**src/design/pirq_pkg.sv**
```systemverilog
`timescale 1ns / 1ps
// Shared types and constants for the PIRQ link IRQ allocator.
// No dependencies; used by every design file.
package pirq_pkg;

  localparam int LinkW       = 8;
  localparam int MaskW       = 16;
  localparam int IrqW        = 4;
  localparam int MapW        = 32;
  localparam int MapSlots    = 8;
  localparam int IrqLow      = 2;
  localparam int IrqHigh     = 15;
  localparam int LinksDefault = 8;

  typedef logic [IrqW-1:0]  irq_t;
  typedef logic [LinkW-1:0] link_t;
  typedef logic [MaskW-1:0] mask_t;
  typedef logic [MapW-1:0]  map_t;

  typedef struct packed {
    logic clear;
    logic we;
    irq_t value;
  } pirq_store_cmd_t;

endpackage

```
**src/design/pirq_link_irq_allocator.sv**
```systemverilog
`timescale 1ns / 1ps
// Top level of the PIRQ link IRQ allocator.
// Depends on pirq_pkg, pirq_link_store, pirq_irq_pick.
//
// Usage:
//   Input channel: drive start_of_table, link and allowed_irqs with start high.
//   A transfer happens at a rising edge with start high and busy low. busy is
//   always low, so one pin entry may be sent every cycle.
//   Result channel: done is high for exactly one cycle with irq, routed and
//   link_map valid. The receiver cannot stall; it must take the result then.
//   A result appears once the entry has passed the input register and the
//   result registers. Throughput: one entry per cycle.
//   The entry is held in an input register; lookup, IRQ choice and store
//   update happen in one combinational pass into the result registers and
//   the per-link store, so the next entry sees the updated store.
//   start_of_table set clears every link assignment before the entry.
//   Reset (rst, synchronous) clears the link store and drops pending results.
module pirq_link_irq_allocator #(
  parameter int LINKS = pirq_pkg::LinksDefault
) (
  input  logic            clk,
  input  logic            rst,
  input  logic            start,
  output logic            busy,
  input  logic            start_of_table,
  input  pirq_pkg::link_t link,
  input  pirq_pkg::mask_t allowed_irqs,
  output logic            done,
  output pirq_pkg::irq_t  irq,
  output logic            routed,
  output pirq_pkg::map_t  link_map
);
  import pirq_pkg::*;

  localparam int SlotW = (LINKS > 1) ? $clog2(LINKS) : 1;
  localparam link_t LinkMax = LinkW'(LINKS);

  logic  in_valid;
  logic  in_start;
  link_t in_link;
  mask_t in_mask;

  irq_t [LINKS-1:0] entries;
  map_t             map_next;
  irq_t             choice;
  irq_t             cur;
  irq_t             irq_next;
  link_t            link_m1;
  logic [SlotW-1:0] slot;
  logic             link_ok;
  pirq_store_cmd_t  cmd;

  assign busy = 1'b0;

  always_ff @(posedge clk) begin
    if (rst) begin
      in_valid <= 1'b0;
    end else begin
      in_valid <= start && !busy;
    end
  end

  always_ff @(posedge clk) begin
    if (start && !busy) begin
      in_start <= start_of_table;
      in_link  <= link;
      in_mask  <= allowed_irqs;
    end
  end

  assign link_m1 = in_link - link_t'(1);
  assign slot    = link_m1[SlotW-1:0];
  assign link_ok = (in_mask != '0) && (in_link != '0) && (in_link <= LinkMax);
  assign cur     = (in_start || !link_ok) ? irq_t'(0) : entries[slot];

  pirq_irq_pick #(.LINKS(LINKS)) u_pick (
    .entries (entries),
    .clear   (in_start),
    .mask    (in_mask),
    .choice  (choice)
  );

  always_comb begin
    if (!link_ok) begin
      irq_next = '0;
    end else if (cur != '0) begin
      irq_next = cur;
    end else begin
      irq_next = choice;
    end
    cmd.clear = in_valid && in_start;
    cmd.we    = in_valid && link_ok && (cur == '0) && (choice != '0);
    cmd.value = choice;
  end

  pirq_link_store #(.LINKS(LINKS), .SlotW(SlotW)) u_store (
    .clk      (clk),
    .rst      (rst),
    .cmd      (cmd),
    .slot     (slot),
    .entries  (entries),
    .map_next (map_next)
  );

  always_ff @(posedge clk) begin
    if (rst) begin
      done <= 1'b0;
    end else begin
      done <= in_valid;
    end
  end

  always_ff @(posedge clk) begin
    if (in_valid) begin
      irq      <= irq_next;
      routed   <= (irq_next != '0);
      link_map <= map_next;
    end
  end

endmodule

```
**src/design/pirq_link_store.sv**
```systemverilog
`timescale 1ns / 1ps
// Per-link IRQ store: one register per link, clear and single write per cycle.
// Depends on pirq_pkg.
module pirq_link_store #(
  parameter int LINKS = pirq_pkg::LinksDefault,
  parameter int SlotW = (LINKS > 1) ? $clog2(LINKS) : 1
) (
  input  logic                             clk,
  input  logic                             rst,
  input  pirq_pkg::pirq_store_cmd_t        cmd,
  input  logic [SlotW-1:0]                 slot,
  output pirq_pkg::irq_t [LINKS-1:0]       entries,
  output pirq_pkg::map_t                   map_next
);
  import pirq_pkg::*;

  irq_t [LINKS-1:0] store;
  irq_t [LINKS-1:0] store_next;

  always_comb begin
    store_next = store;
    if (cmd.clear) begin
      store_next = '0;
    end
    if (cmd.we) begin
      store_next[slot] = cmd.value;
    end
  end

  always_ff @(posedge clk) begin
    if (rst) begin
      store <= '0;
    end else begin
      store <= store_next;
    end
  end

  assign entries = store;

  // links above MapSlots are not shown; nibbles beyond LINKS read zero
  for (genvar k = 0; k < MapSlots; k++) begin : g_map
    if (k < LINKS) begin : g_used
      assign map_next[IrqW*k +: IrqW] = store_next[k];
    end else begin : g_unused
      assign map_next[IrqW*k +: IrqW] = '0;
    end
  end

endmodule

```
**src/design/pirq_irq_pick.sv**
```systemverilog
`timescale 1ns / 1ps
// IRQ choice: lowest permitted free IRQ in 2..15, else highest permitted one.
// Depends on pirq_pkg.
module pirq_irq_pick #(
  parameter int LINKS = pirq_pkg::LinksDefault
) (
  input  pirq_pkg::irq_t [LINKS-1:0] entries,
  input  logic                       clear,
  input  pirq_pkg::mask_t            mask,
  output pirq_pkg::irq_t             choice
);
  import pirq_pkg::*;

  logic [IrqHigh:IrqLow] held;
  irq_t                  first_free;
  irq_t                  highest;

  always_comb begin
    for (int n = IrqLow; n <= IrqHigh; n++) begin
      held[n] = 1'b0;
      for (int k = 0; k < LINKS; k++) begin
        if (!clear && entries[k] == IrqW'(n)) begin
          held[n] = 1'b1;
        end
      end
    end
  end

  always_comb begin
    first_free = '0;
    for (int n = IrqHigh; n >= IrqLow; n--) begin
      if (mask[n] && !held[n]) begin
        first_free = IrqW'(n);
      end
    end
    highest = '0;
    for (int n = IrqLow; n <= IrqHigh; n++) begin
      if (mask[n]) begin
        highest = IrqW'(n);
      end
    end
    choice = (first_free != '0) ? first_free : highest;
  end

endmodule

```
**config.mk**
```make
export PLATFORM = sky130hd
export DESIGN_NAME = pirq_link_irq_allocator
export DESIGN_NICKNAME = d
export VERILOG_FILES = /design/src/design/pirq_pkg.sv /design/src/design/pirq_link_irq_allocator.sv /design/src/design/pirq_link_store.sv /design/src/design/pirq_irq_pick.sv
export SDC_FILE = /design/constraint.sdc
export NUM_CORES = 1
export LEC_CHECK = 0
export BUFFER_PORTS_ARGS = -buffer_cell sky130_fd_sc_hd__buf_2
export CAP_MARGIN = 30
export CORE_ASPECT_RATIO = 0.8
export CORE_UTILIZATION = 55
export DETAILED_ROUTE_END_ITERATION = 8
export PLACE_DENSITY = 0.72
export REMOVE_ABC_BUFFERS = 1
export SYNTH_ARGS = -nofsm -noshare
export SYNTH_HDL_FRONTEND = slang
export SYNTH_HIERARCHICAL = 1
export SYNTH_SLANG_ARGS = --single-unit
```
**constraint.sdc**
```tcl
create_clock -name clk -period 4.2 [get_ports clk]
set_input_delay 0.42 -clock clk [delete_from_list [all_inputs] [get_ports clk]]
set_output_delay 0.42 -clock clk [all_outputs]
set_load 0.05 [all_outputs]
```
==> Word level (Yosys, flattened, before mapping) <==
Cells that the tools add are included.
{ "totals": {"output_inout_bits": 39, "register_bits": 96} }
{ "op_classes": {"n_eq_ne": 112, "muxes": 151, "magnitude_cmp": 3, "n_reduce_logical": 157, "n_addsub": 1} }
{ "ops": {"columns": ["op", "n"], "rows": [
  ["$eq 4x4->1 const B", 64],
  ["$logic_and 1x1->1", 133],
  ["$eq 4x3->1 const B", 32],
  ["$mux 1", 112],
  ["$mux 4", 28],
  ["$eq 4x2->1 const B", 16],
  ["$mux 32", 2],
  ["$bwmux 32", 1],
  ["$logic_not 1->1", 16],
  ["$reduce_bool 16->1", 1],
  ["$reduce_bool 4->1", 4],
  ["$bmux 4 s3", 1],
  ["$demux 4 s3", 1],
  ["$mux 3", 4],
  ["$le 8x4->1 const B", 1],
  ["$reduce_bool 8->1", 1],
  ["$logic_not 4->1", 1],
  ["$lt 3x4->1 const B", 1],
  ["$mux 2", 2],
  ["$ge 3x1->1 const B", 1],
  ["$sub 3x1->3 const B", 1],
  ["$logic_or 1x1->1", 1]
]} }

==> Depth between registers and ports, before layout <==
Gate-level depths: netlist of run 1.
{ "logic_depth": {"depth_word": 31, "ltp_mapped": 14, "depth_no_buf": 11} }

==> By module <==
The synthesis of run 1 kept the hierarchy.
{ "modules_own_cells": {"columns": ["mod", "n_inst", "cells_per_inst", "area_per_inst_um2", "seq_area_each_um2"], "rows": [
  ["pirq_link_irq_allocator", 1, 129, 2449.8, 1901.8],
  ["pirq_link_store", 1, 194, 2025.7, 640.6],
  ["pirq_irq_pick", 1, 244, 1691.6, 0.0]
]} }

==> Worst setup path after synthesis of run 1 <==
No wires, ideal clock.
{ "synth_timing": {"kind": "reg-to-reg", "start": "reg u_store.store, in the netlist u_store/entries[22]", "end": "reg link_map[0] (data pin)", "path_slack_ns": 0.394, "arrival_time_ns": 3.546, "period_less_slack_ns": 3.806, "required_time_ns": 3.940, "setup_time_ns": 0.260, "path_stages_with_launch": 15, "path_cell_list": "dfxtp_1 > buf_2 > and4b_1 > a31oi_1 > a41oi_1 > o2bb2ai_1 > a311oi_1 > o21ai_0 > a21oi_1 > o41ai_1 > nor3b_1 > buf_2 > or4b_4 > buf_6 > mux2_4"} }
{ "synth_rtl": {"columns": ["element", "line", "text"], "rows": [
  ["from (decl)", "pirq_link_store.sv:17", "irq_t [LINKS-1:0] store;"],
  ["from (signal assigned)", "pirq_link_store.sv:34", "store <= store_next;"],
  ["to (signal assigned)", "pirq_link_irq_allocator.sv:117", "link_map <= map_next;"],
  ["to (decl)", "pirq_link_irq_allocator.sv:31", "output pirq_pkg::map_t link_map"]
]} }

==> results.json, run 1 <==
{
  "dr.pass1.iters": 8,
  "pwr_density_cell_nw_per_um2": 291.6,
  "synth-seq-cells": 96,
  "hold_buffers": 0,
  "portBuffers": 65,
  "cts_tree": "yes",
  "grt_max_degree": 65,
  "hold_path_end": "in_link[1]",
  "worstReg2RegEnd": "link_map[6]",
  "core_area_um2": 10890,
  "synthCells": 567,
  "criticalPathCategory": "reg2reg",
  "clockBufferDepth": 2,
  "pin_count": 67,
  "multi_input_area_um2": 3356,
  "die_y_um": 96.71,
  "finClkSkew_ns": 0.007880,
  "crit_required_ns": 4.30,
  "yosys-top-cells-area": "edfxtp_1 (30%), dfxtp_1 (11%), mux2i_1 (7.8%), nor2b_1 (5.5%), mux2_2 (5.1%)",
  "ys_types": 73,
  "gp_congestion": 1.012,
  "final_layout_size_suffix_gt1_share_pct": 33.59,
  "min_period_ns": 4.070,
  "cp_top_family": "compound AO/OA/AOI/OAI gates",
  "static-leakage-power_nw": 2.924,
  "root_buffer": "clkbuf_16",
  "cpPeakStageDelay_ns": 0.63,
  "start_util_pct": 56.63,
  "max_slew_margin_pct": 59.45,
  "synth_top_area_share_pct": 30.19,
  "nets": 683,
  "rows": 34,
  "status": "finished, final reports clean",
  "antenna_found_initial": 0,
  "yosysTopAreaCell": "edfxtp_1",
  "vdd_drop_max_mv": 0.2259,
  "reg2reg_depth": 12,
  "viasPerCell": 6.751,
  "slew_violations": 0,
  "area_growth_pct": 16.53,
  "critPathArrivalTime_ns": 4.18,
  "yosysWarnings": 6,
  "drc": 0,
  "synth_enable_flop_cells": 62,
  "grt_util_all_layers_pct": 33.43,
  "pwr-share-seq_pct": 50.5,
  "antennaDiodeCount": 0,
  "worst_pin_slew_ns": 0.6068,
  "syn_avg_cell_area_um2": 10.88,
  "fillers": 857,
  "htreeDepth": 3,
  "start_kind": "flip-flop",
  "critPathSlowestCell": "a2111oi_1",
  "hold_start": "link[1]",
  "vias": 5414,
  "drt_iter0_drc": 738,
  "grt_first_pass_wirelength_um": 29280,
  "path_clk_slew_ns": 0.08,
  "layout_setup_ws_ns": 0.1296,
  "r2r_slack_ns": 0.13,
  "hold_class": "in2reg",
  "switching_share_pct": 27.47,
  "cp.buffers_inverters": 1,
  "final_hold_viol_count": 0,
  "cp-end-kind": "flip-flop",
  "clkLatencyLatePin_ns": 0.35,
  "r2r_start": "u_store/entries[18]",
  "grt_overflow": 0,
  "setup-tns-final_ns": 0,
  "ys_seq_area_share_pct": 41.23,
  "preCtsSetupSlack_ns": -0.04884,
  "path_cells": "nor2b_1 > a2111oi_1 > a31oi_1 > o2bb2ai_1 > nor4_2 > and4b_1 > o41a_1 > o41ai_2 > nor3b_1 > buf_4 > nand4bb_1 > mux2_2",
  "min_path_cells": 1,
  "setup_viol_count_final": 0,
  "regArea_um2": 2552,
  "dpl.hpwl_um": 13370,
  "pwr-share-comb_pct": 11.1,
  "p_switching_mw": 0.5757,
  "path_max_fanout": 8,
  "fmax_mhz": 245.7,
  "pwr-share-clk_pct": 38.4,
  "drv_cap": 0,
  "die_w_um": 120.4,
  "routedWlPerCell_um": 23.87,
  "cts_sinks": 96,
  "yosysMostFrequentCell": "edfxtp_1",
  "post-route-period-util_pct": 96.92,
  "grt_pass1_vias": 5048,
  "dieArea_um2": 11640,
  "synthArstFlopShare_pct": 0,
  "drt-total-wl_um": 19150,
  "syn_area_um2": 6167,
  "numCtsBuffers": 9,
  "ant_nets": 0,
  "ys.flop_type": "edfxtp_1",
  "cellInternalPower_mw": 1.520,
  "synth_common_cells": "edfxtp_1 (62), nor2b_1 (54), mux2i_1 (48), dfxtp_1 (34), mux2_2 (28)"
}
worst max path at each step:
stage,startpoint,endpoint,depth (start not counted)
6_report,u_store/entries[18],link_map[6],12
4_1_cts,u_store/entries[1],link_map[21],13
3_5_place_dp,u_store/entries[21],link_map[21],13
3_3_place_gp,u_store/entries[3],link_map[3],12
2_1_floorplan,u_store/entries[22],link_map[2],11
5_1_grt,u_store/entries[7],link_map[1],14
per-stage QoR:
step                utilization (%)  hold WS (ns)  std cells  cell area [um^2]  power (mW)
floorplan                         -        0.4916        523              5923       1.217
global placement              62.80        0.5967        785              6839       1.301
detailed placement            62.80        0.5981        785              6839       1.306
CTS                           65.53        0.2315        801              7137       2.098
global route                  65.99        0.2276        802              7187       2.153
finish                        65.99        0.2357        802              7187       2.096
power groups by stage:
| stage | clock, mW | sequential (mW) | combinational, mW |
|---|---|---|---|
| 3_5_place_dp | 0 | 1.08 | 0.227 |
| 4_1_cts | 0.813 | 1.06 | 0.228 |
| 3_3_place_gp | 0 | 1.08 | 0.222 |
| 6_report | 0.805 | 1.06 | 0.233 |
| 5_1_grt | 0.845 | 1.06 | 0.246 |
| 2_1_floorplan | 0 | 1.12 | 0.0976 |
cells in the final DEF, fill, tap and decap left out, types with 14 or more instances in the layout:
master / synthesis / layout
buf_2: 20 / 65
buf_4: 2 / 53
dfxtp_1: 34 / 26
edfxtp_1: 62 / 62
inv_1: 17 / 17
mux2_2: 28 / 28
mux2i_1: 48 / 48
nand2_1: 16 / 16
nand4_1: 14 / 14
nand4b_1: 23 / 23
nor2_1: 26 / 26
nor2b_1: 54 / 53
or3b_2: 26 / 26
cell type report:
cell class	count	area share [%]
repair buffers	119	10.34
clock buffers	9	3.134
flip-flops and latches	96	35.52
inverters	17	0.8879
well taps	144	2.507
clock inverters	7	0.9227
multi-input cells	410	46.69
what timing repair did:
| action | 4_1_cts | 5_1_grt |
|---|---|---|
| setup buffers | 0 | 1 |
| gates resized for setup | 5 | 12 |
| setup endpoints to repair | 28 | 64 |
| pin swaps | 0 | 0 |
| hold endpoints to repair | 0 | 0 |
layer usage:
layer / GRT usage (%) / wire length (um) / vias to the layer above
met5: 0 / 0 / -
met3: 7.252 / 1925 / 47
met1: 51.09 / 8485 / 2669
met4: 10.92 / 505 / 0
met2: 46.42 / 8230 / 323
li1: - / - / 2375
cells by family (layout without fill, tap and decap cells):
group	Yosys count	in the layout	synth area share [%]
AO/OA/AOI/OAI	92	92	11.60
flip-flops	96	96	41.23
multiplexers	84	84	15.40
adder cells (fa/ha/maj)	2	2	0.4057
AND/OR/NAND/NOR	229	229	26.03
other	1	1	0.06081
buffers and inverters	61	152	4.991
XOR/XNOR	2	2	0.2841
registers in the layout (all words and copies together), names as in the netlist:
name	count
done	1
in_start	1
u_store/entries	32
in_mask	16
link_map	32
in_valid	1
in_link	8
routed	1
irq	4
No activity file was read; power rests on OpenSTA's default activity.
==> run 2: changes to the inputs <==
--- a/config.mk
+++ b/config.mk
@@ -7,10 +7,13 @@
 export LEC_CHECK = 0
 export BUFFER_PORTS_ARGS = -buffer_cell sky130_fd_sc_hd__buf_2
 export CAP_MARGIN = 30
+export CELL_PAD_IN_SITES_DETAIL_PLACEMENT = 0
+export CELL_PAD_IN_SITES_GLOBAL_PLACEMENT = 1
 export CORE_ASPECT_RATIO = 0.8
-export CORE_UTILIZATION = 55
+export CORE_UTILIZATION = 47
+export CTS_CLUSTER_SIZE = 8
 export DETAILED_ROUTE_END_ITERATION = 8
-export PLACE_DENSITY = 0.72
+export PLACE_DENSITY = 0.77
 export REMOVE_ABC_BUFFERS = 1
 export SYNTH_ARGS = -nofsm -noshare
 export SYNTH_HDL_FRONTEND = slang
==> run 2 against run 1 <==
Setup slack better by 0.041 ns. Register-to-register slack better by 0.04 ns. Global-route usage down 4.8 points. Hold slack better by 0.0024 ns. Sequential power about the same. Critical path depth up 1. Combinational power about the same. Maximum frequency up 1.0%. First-iteration DRC count down 11%. Clock-buffer cell count up 1. Wire length down 1.3%. Cell area up 0.57%. Critical path type unchanged. Critical endpoint is now link_map[5]. Largest power group unchanged.
==> results.json, run 2 (synthesis results as in run 1) <==
{
  "viasPerCell": 6.234,
  "fmax_mhz": 248.2,
  "final_layout_size_suffix_gt1_share_pct": 34.14,
  "routedWlPerCell_um": 22.67,
  "worst_pin_slew_ns": 1.062,
  "drc": 0,
  "finish.utilization_pct": 56.37,
  "holdWs_ns": 0.2381,
  "gp_congestion": 0.9113,
  "fillers": 1133,
  "min_path_cells": 1,
  "dr.pass1.iters": 5,
  "pin_count": 67,
  "antenna_found_initial": 0,
  "clkLatencyLatePin_ns": 0.35,
  "portBuffers": 65,
  "post-route-period-util_pct": 95.93,
  "cts_setup_buffers": 0,
  "numCtsBuffers": 9,
  "dieArea_um2": 13590,
  "htreeDepth": 3,
  "grt_max_degree": 40,
  "worstReg2RegEnd": "link_map[5]",
  "r2r_start": "u_store/entries[23]",
  "cp-end-kind": "flip-flop",
  "layout_common_cells": "buf_2 (65), edfxtp_1 (62), buf_4 (55)",
  "rows": 37,
  "hold_class": "in2reg",
  "drv_cap": 0,
  "ant_nets": 0,
  "finClkSkew_ns": 0.007813,
  "vias": 5199,
  "met3_length_um": 1410,
  "core_area_um2": 12820,
  "hold_start": "link[6]",
  "start_kind": "flip-flop",
  "setup_viol_count_final": 0,
  "grt_pass1_vias": 5040,
  "topRoutingLayerUsed": "met4",
  "static-leakage-power_nw": 2.908,
  "setup-tns-final_ns": 0,
  "dpl.hpwl_um": 13570,
  "root_buffer": "clkbuf_16",
  "critPathArrivalTime_ns": 4.13,
  "start_util_pct": 48.09,
  "area_growth_pct": 17.20,
  "die_y_um": 104.5,
  "die_w_um": 130.1,
  "criticalPathCategory": "reg2reg",
  "path_max_fanout": 9,
  "wl_met2_um": 8060,
  "antennaDiodeCount": 0,
  "final_hold_viol_count": 0,
  "slew_violations": 0,
  "fin_cells": 834,
  "mostFrequentLayoutCell": "buf_2",
  "drt_iter0_drc": 657,
  "min_period_ns": 4.029,
  "cts_tree": "yes",
  "r2r_slack_ns": 0.17,
  "grt_overflow": 0,
  "dp_cells": 818,
  "drt-total-wl_um": 18910,
  "max_slew_margin_pct": 29.21,
  "nets": 684,
  "hold_path_end": "in_link[6]",
  "status": "finished, final reports clean",
  "grt_util_all_layers_pct": 28.67,
  "pwr_density_cell_nw_per_um2": 288.7,
  "path_clk_slew_ns": 0.07,
  "wl_met1_um": 9040,
  "grt_first_pass_wirelength_um": 29000,
  "clockBufferDepth": 2,
  "cts_sinks": 96,
  "vdd_drop_max_mv": 0.1843,
  "reg2reg_depth": 13,
  "crit_required_ns": 4.30
}
## run 2: cell count changes in the layout (fill, tap and decap cells not counted), sizes merged
cell	delta
inv	-1
clkbuf	+1
clkinvlp	+2
clkinv	-2
buf	+1
## run 2: how the worst max path moves through the flow
| stage | from | to | slack (ns) | cells after the start |
|---|---|---|---|---|
| global route | u_store/entries[23] | link_map[20] | -0.02 | 13 |
| detailed placement | u_store/entries[21] | link_map[3] | 0.02 | 13 |
| CTS | u_store/entries[21] | link_map[3] | 0.006 | 13 |
| finish | u_store/entries[23] | link_map[5] | 0.17 | 13 |
| floorplan | u_store/entries[22] | link_map[2] | 0.14 | 11 |
| global placement | u_store/entries[21] | link_map[2] | -0.10 | 13 |
## run 2: worst max-delay path, stage by stage, from the launching register on
cell	delay, ns
dfxtp_1	0.49
buf_4	0.23
nor4bb_2	0.07
a2111oi_2	0.41
a41oi_1	0.25
o2bb2ai_2	0.27
nor2_2	0.09
and4b_1	0.20
o41a_1	0.43
o41ai_1	0.41
nor3b_1	0.09
buf_4	0.19
nand4bb_1	0.26
mux2_2	0.38
## run 2: stage by stage
| step | setup WS, ns | instance area [um^2] | power, mW |
|---|---|---|---|
| 2_1_floorplan | 0.1394 | 5923 | 1.217 |
| 3_3_place_gp | -0.1021 | 6880 | 1.302 |
| 3_5_place_dp | 0.02481 | 6880 | 1.305 |
| 4_1_cts | 0.005557 | 7161 | 2.092 |
| 5_1_grt | -0.02288 | 7228 | 2.140 |
| 6_report | 0.1708 | 7228 | 2.087 |
## run 2: what timing repair did
action | CTS | global route
hold buffers | 0 | 0
endpoints found under the setup margin | 0 | 64
resized for setup | 0 | 20
endpoints found under the hold margin | 0 | 0
## run 2: per-layer routing
metal / track usage [%] / vias to the layer above
met5: 0 / -
met4: 8.970 / 0
met3: 6.224 / 26
met2: 39.74 / 230
met1: 43.54 / 2574
li1: - / 2369
## run 2: area by class of cell
cell class / count / area (um^2) / area share, %
Inverter: 17 / 63.81 / 0.8828
Multi-Input combinational cell: 410 / 3374 / 46.69
Clock inverter: 6 / 51.30 / 0.7097
Tap cell: 175 / 219.0 / 3.029
Clock buffer: 10 / 229.0 / 3.168
Sequential cell: 96 / 2552 / 35.31
Timing Repair Buffer: 120 / 738.2 / 10.21
## run 2: power breakdown
part	switching, mW	total [mW]	internal [mW]
registers	0.0223	1.06	1.04
logic	0.161	0.231	0.0699
clock network	0.389	0.798	0.410
total	0.572	2.09	1.51
==> run 3: changes to the inputs <==
--- a/config.mk
+++ b/config.mk
@@ -5,15 +5,16 @@
 export SDC_FILE = /design/constraint.sdc
 export NUM_CORES = 1
 export LEC_CHECK = 0
+export ABC_AREA = 1
 export BUFFER_PORTS_ARGS = -buffer_cell sky130_fd_sc_hd__buf_2
 export CAP_MARGIN = 30
 export CELL_PAD_IN_SITES_DETAIL_PLACEMENT = 0
 export CELL_PAD_IN_SITES_GLOBAL_PLACEMENT = 1
 export CORE_ASPECT_RATIO = 0.8
-export CORE_UTILIZATION = 47
+export CORE_UTILIZATION = 43
 export CTS_CLUSTER_SIZE = 8
 export DETAILED_ROUTE_END_ITERATION = 8
-export PLACE_DENSITY = 0.77
+export PLACE_DENSITY = 0.78
 export REMOVE_ABC_BUFFERS = 1
 export SYNTH_ARGS = -nofsm -noshare
 export SYNTH_HDL_FRONTEND = slang
==> run 3 against run 2 <==
Final cell count increased by 25%. Register-to-register slack improved by 0.39 ns. Setup slack improved by 0.39 ns. Sequential power about the same. Area after synthesis decreased by 7.7%. Clock-buffer cell count unchanged. Hold slack got worse by 0.0071 ns. Critical path depth increased by 4. Sequential share of layout area increased by 4.1 points. Critical endpoint is now link_map[12].
==> results.json, run 3 <==
{
  "status": "finished, final reports clean",
  "criticalPathCategory": "reg2reg",
  "grt_max_degree": 35,
  "final_layout_size_suffix_gt1_share_pct": 14.76,
  "pin_count": 67,
  "max_slew_margin_pct": 33.04,
  "placed_area_um2": 6132,
  "yosysWarnings": 6,
  "nets": 892,
  "synth_top_area_share_pct": 32.72,
  "die_w_um": 130.6,
  "numCtsBuffers": 9,
  "drt_iter0_drc": 558,
  "cts_tree": "yes",
  "portBuffers": 65,
  "dieArea_um2": 13700,
  "die_y_um": 104.9,
  "synthSimpleGateAreaFrac_pct": 38.79,
  "synth_enable_flop_cells": 62,
  "ys.flop_type": "edfxtp_1",
  "ant_nets": 0,
  "final_hold_viol_count": 0,
  "muxShareOfSynthArea_pct": 0,
  "grt_util_all_layers_pct": 26.91,
  "core_area_um2": 12870,
  "design_area_um2": 6454,
  "grt_pass1_vias": 4900,
  "cts_resized": 0,
  "hold_class": "in2reg",
  "viasPerCell": 5.138,
  "holdWs_ns": 0.2310,
  "vias": 5354,
  "reg2reg_depth": 17,
  "antenna_found_initial": 0,
  "layout_common_cells": "nand2_1 (297), inv_1 (107), nor2_1 (100)",
  "static-leakage-power_nw": 3.146,
  "vdd_drop_max_mv": 0.2137,
  "synth_top_family_by_area": "simple AND/OR/NAND/NOR gates",
  "antennaDiodeCount": 0,
  "dr.pass1.iters": 5,
  "setup_viol_count_final": 0,
  "critPathSlowestCell": "dfxtp_1",
  "clockBufferDepth": 2,
  "post-route-period-util_pct": 86.76,
  "synth_common_cells": "nand2_1 (297), inv_1 (107), nor2_1 (100), edfxtp_1 (62), nand3_1 (62)",
  "drt-total-wl_um": 17440,
  "fillers": 1301,
  "crit_required_ns": 4.32,
  "yosysMostFrequentCell": "nand2_1",
  "pwr_density_cell_nw_per_um2": 333.5,
  "path_cells": "nand2_1 > o22ai_1 > o31ai_1 > nand2_1 > nand2_1 > nor2_1 > nand3_1 > inv_1 > nand4_1 > o21ai_1 > nor4_1 > nor3_1 > nand2_1 > nor2_1 > nand2_1 > nand2_1 > inv_1",
  "min_path_cells": 1,
  "synthArstFlopShare_pct": 0,
  "clkLatencyLatePin_ns": 0.36,
  "start_kind": "flip-flop",
  "worst_pin_slew_ns": 1.003,
  "cts_sinks": 96,
  "synthCells": 794,
  "yosys.area_share.xor_xnor_pct": 0,
  "cp-end-kind": "flip-flop",
  "gp_congestion": 0.9906,
  "synth_fa_ha_area_share_pct": 0.4398,
  "routedWlPerCell_um": 16.74,
  "area_growth_pct": 13.41,
  "path_clk_slew_ns": 0.07,
  "finClkSkew_ns": 0.01094,
  "rows": 37,
  "ys_seq_area_share_pct": 44.68,
  "syn_area_um2": 5690,
  "setup-tns-final_ns": 0,
  "root_buffer": "clkbuf_16",
  "grt_overflow": 0,
  "htreeDepth": 3,
  "drv_cap": 0,
  "min_period_ns": 3.644,
  "syn_avg_cell_area_um2": 7.167,
  "critPathArrivalTime_ns": 3.77,
  "grt_setup_unrepaired": "false",
  "yosysTopAreaCell": "edfxtp_1",
  "mostFrequentLayoutCell": "nand2_1",
  "drc": 0,
  "ys_types": 39,
  "synth_compound_area_share_pct": 5.981,
  "slew_violations": 0,
  "path_max_fanout": 7,
  "dpl.hpwl_um": 13550,
  "cpPeakStageDelay_ns": 0.59,
  "fmax_mhz": 274.4,
  "yosys-top-cells-area": "edfxtp_1 (33%), nand2_1 (20%), dfxtp_1 (12%), inv_1 (7.1%), nor2_1 (6.6%)",
  "synth-seq-cells": 96,
  "cpMostUsedCell": "nand2_1",
  "start_util_pct": 44.22,
  "grt_first_pass_wirelength_um": 26970
}
[run 3: cell count changes after synthesis, sizes merged, moves of 32 or more]
cell and delta:
nor2b -54, or3b -32, inv +99, mux2i -48, nand3 +65, nor2 +84
nand2 +290, mux2 -32
[run 3: path summary, 6_finish.rpt]
| kind | start | to | slack, ns |
|---|---|---|---|
| setup reg to reg | u_store/entries[24] | link_map[12] | 0.56 |
| hold reg to reg | in_valid | link_map[3] | 0.63 |
| hold / removal | link[7] | in_link[7] | 0.23 |
| setup / recovery | u_store/entries[24] | link_map[12] | 0.56 |
[run 3: what timing repair did]
action / CTS / global route
setup buffers: 0 / 2
hold endpoints to repair: 0 / 0
hold buffers: 0 / 0
endpoints found under the setup margin: 0 / 1
[run 3: stage by stage]
step           utilization [%]  total power [mW]  std cells  worst slack, ns
2_1_floorplan                -             1.250        780            1.167
3_3_place_gp             47.65             1.329       1024           0.3667
3_5_place_dp             47.65             1.331       1024           0.3673
4_1_cts                  50.03             2.167       1040           0.3564
5_1_grt                  50.15             2.230       1042           0.2010
6_report                 50.15             2.153       1042           0.5562
[run 3: cell type report]
class	instances	area, um^2	share of cell area (%)
clock inverters	6	56.30	0.8724
repair buffers	71	370.4	5.739
multi-input cells	568	2576	39.92
clock buffers	10	250.2	3.877
well taps	175	219.0	3.393
flip-flops and latches	96	2544	39.41
inverters	116	437.9	6.786
[run 3: layer usage]
layer / share of wire [%] / GRT usage [%] / vias to the layer above
met1: 50 / 40.58 / 2451
met3: 6.4 / 4.967 / 19
li1: - / - / 2681
met4: 1.3 / 8.128 / 0
met2: 42 / 38.51 / 203
met5: 0 / 0 / -
[run 3: cells by family (layout without fill, tap and decap cells)]
| group | count (synthesis) | count (layout) |
|---|---|---|
| DFF | 96 | 96 |
| AOI/OAI and AO/OA | 46 | 46 |
| adders and majority gates | 2 | 2 |
| and+or+nand+nor | 519 | 519 |
| buffers and inverters | 130 | 203 |
| other | 1 | 1 |
[run 3: worst max-delay path: cells and delay by family, from the launching register on]
family                 cells  cell delay (ns)
AOI/OAI and AO/OA          3             0.67
buffers and inverters      2             0.16
DFF                        1             0.59
and+or+nand+nor           12             2.00
[run 3: where the power goes]
| group | total, mW | internal (mW) | switching (mW) | leakage [nW] |
|---|---|---|---|---|
| clock | 0.839 | 0.450 | 0.389 | 0.152 |
| sequential | 1.07 | 1.04 | 0.0278 | 0.878 |
| combinational | 0.248 | 0.0638 | 0.184 | 2.12 |
| total | 2.15 | 1.55 | 0.601 | 3.15 |
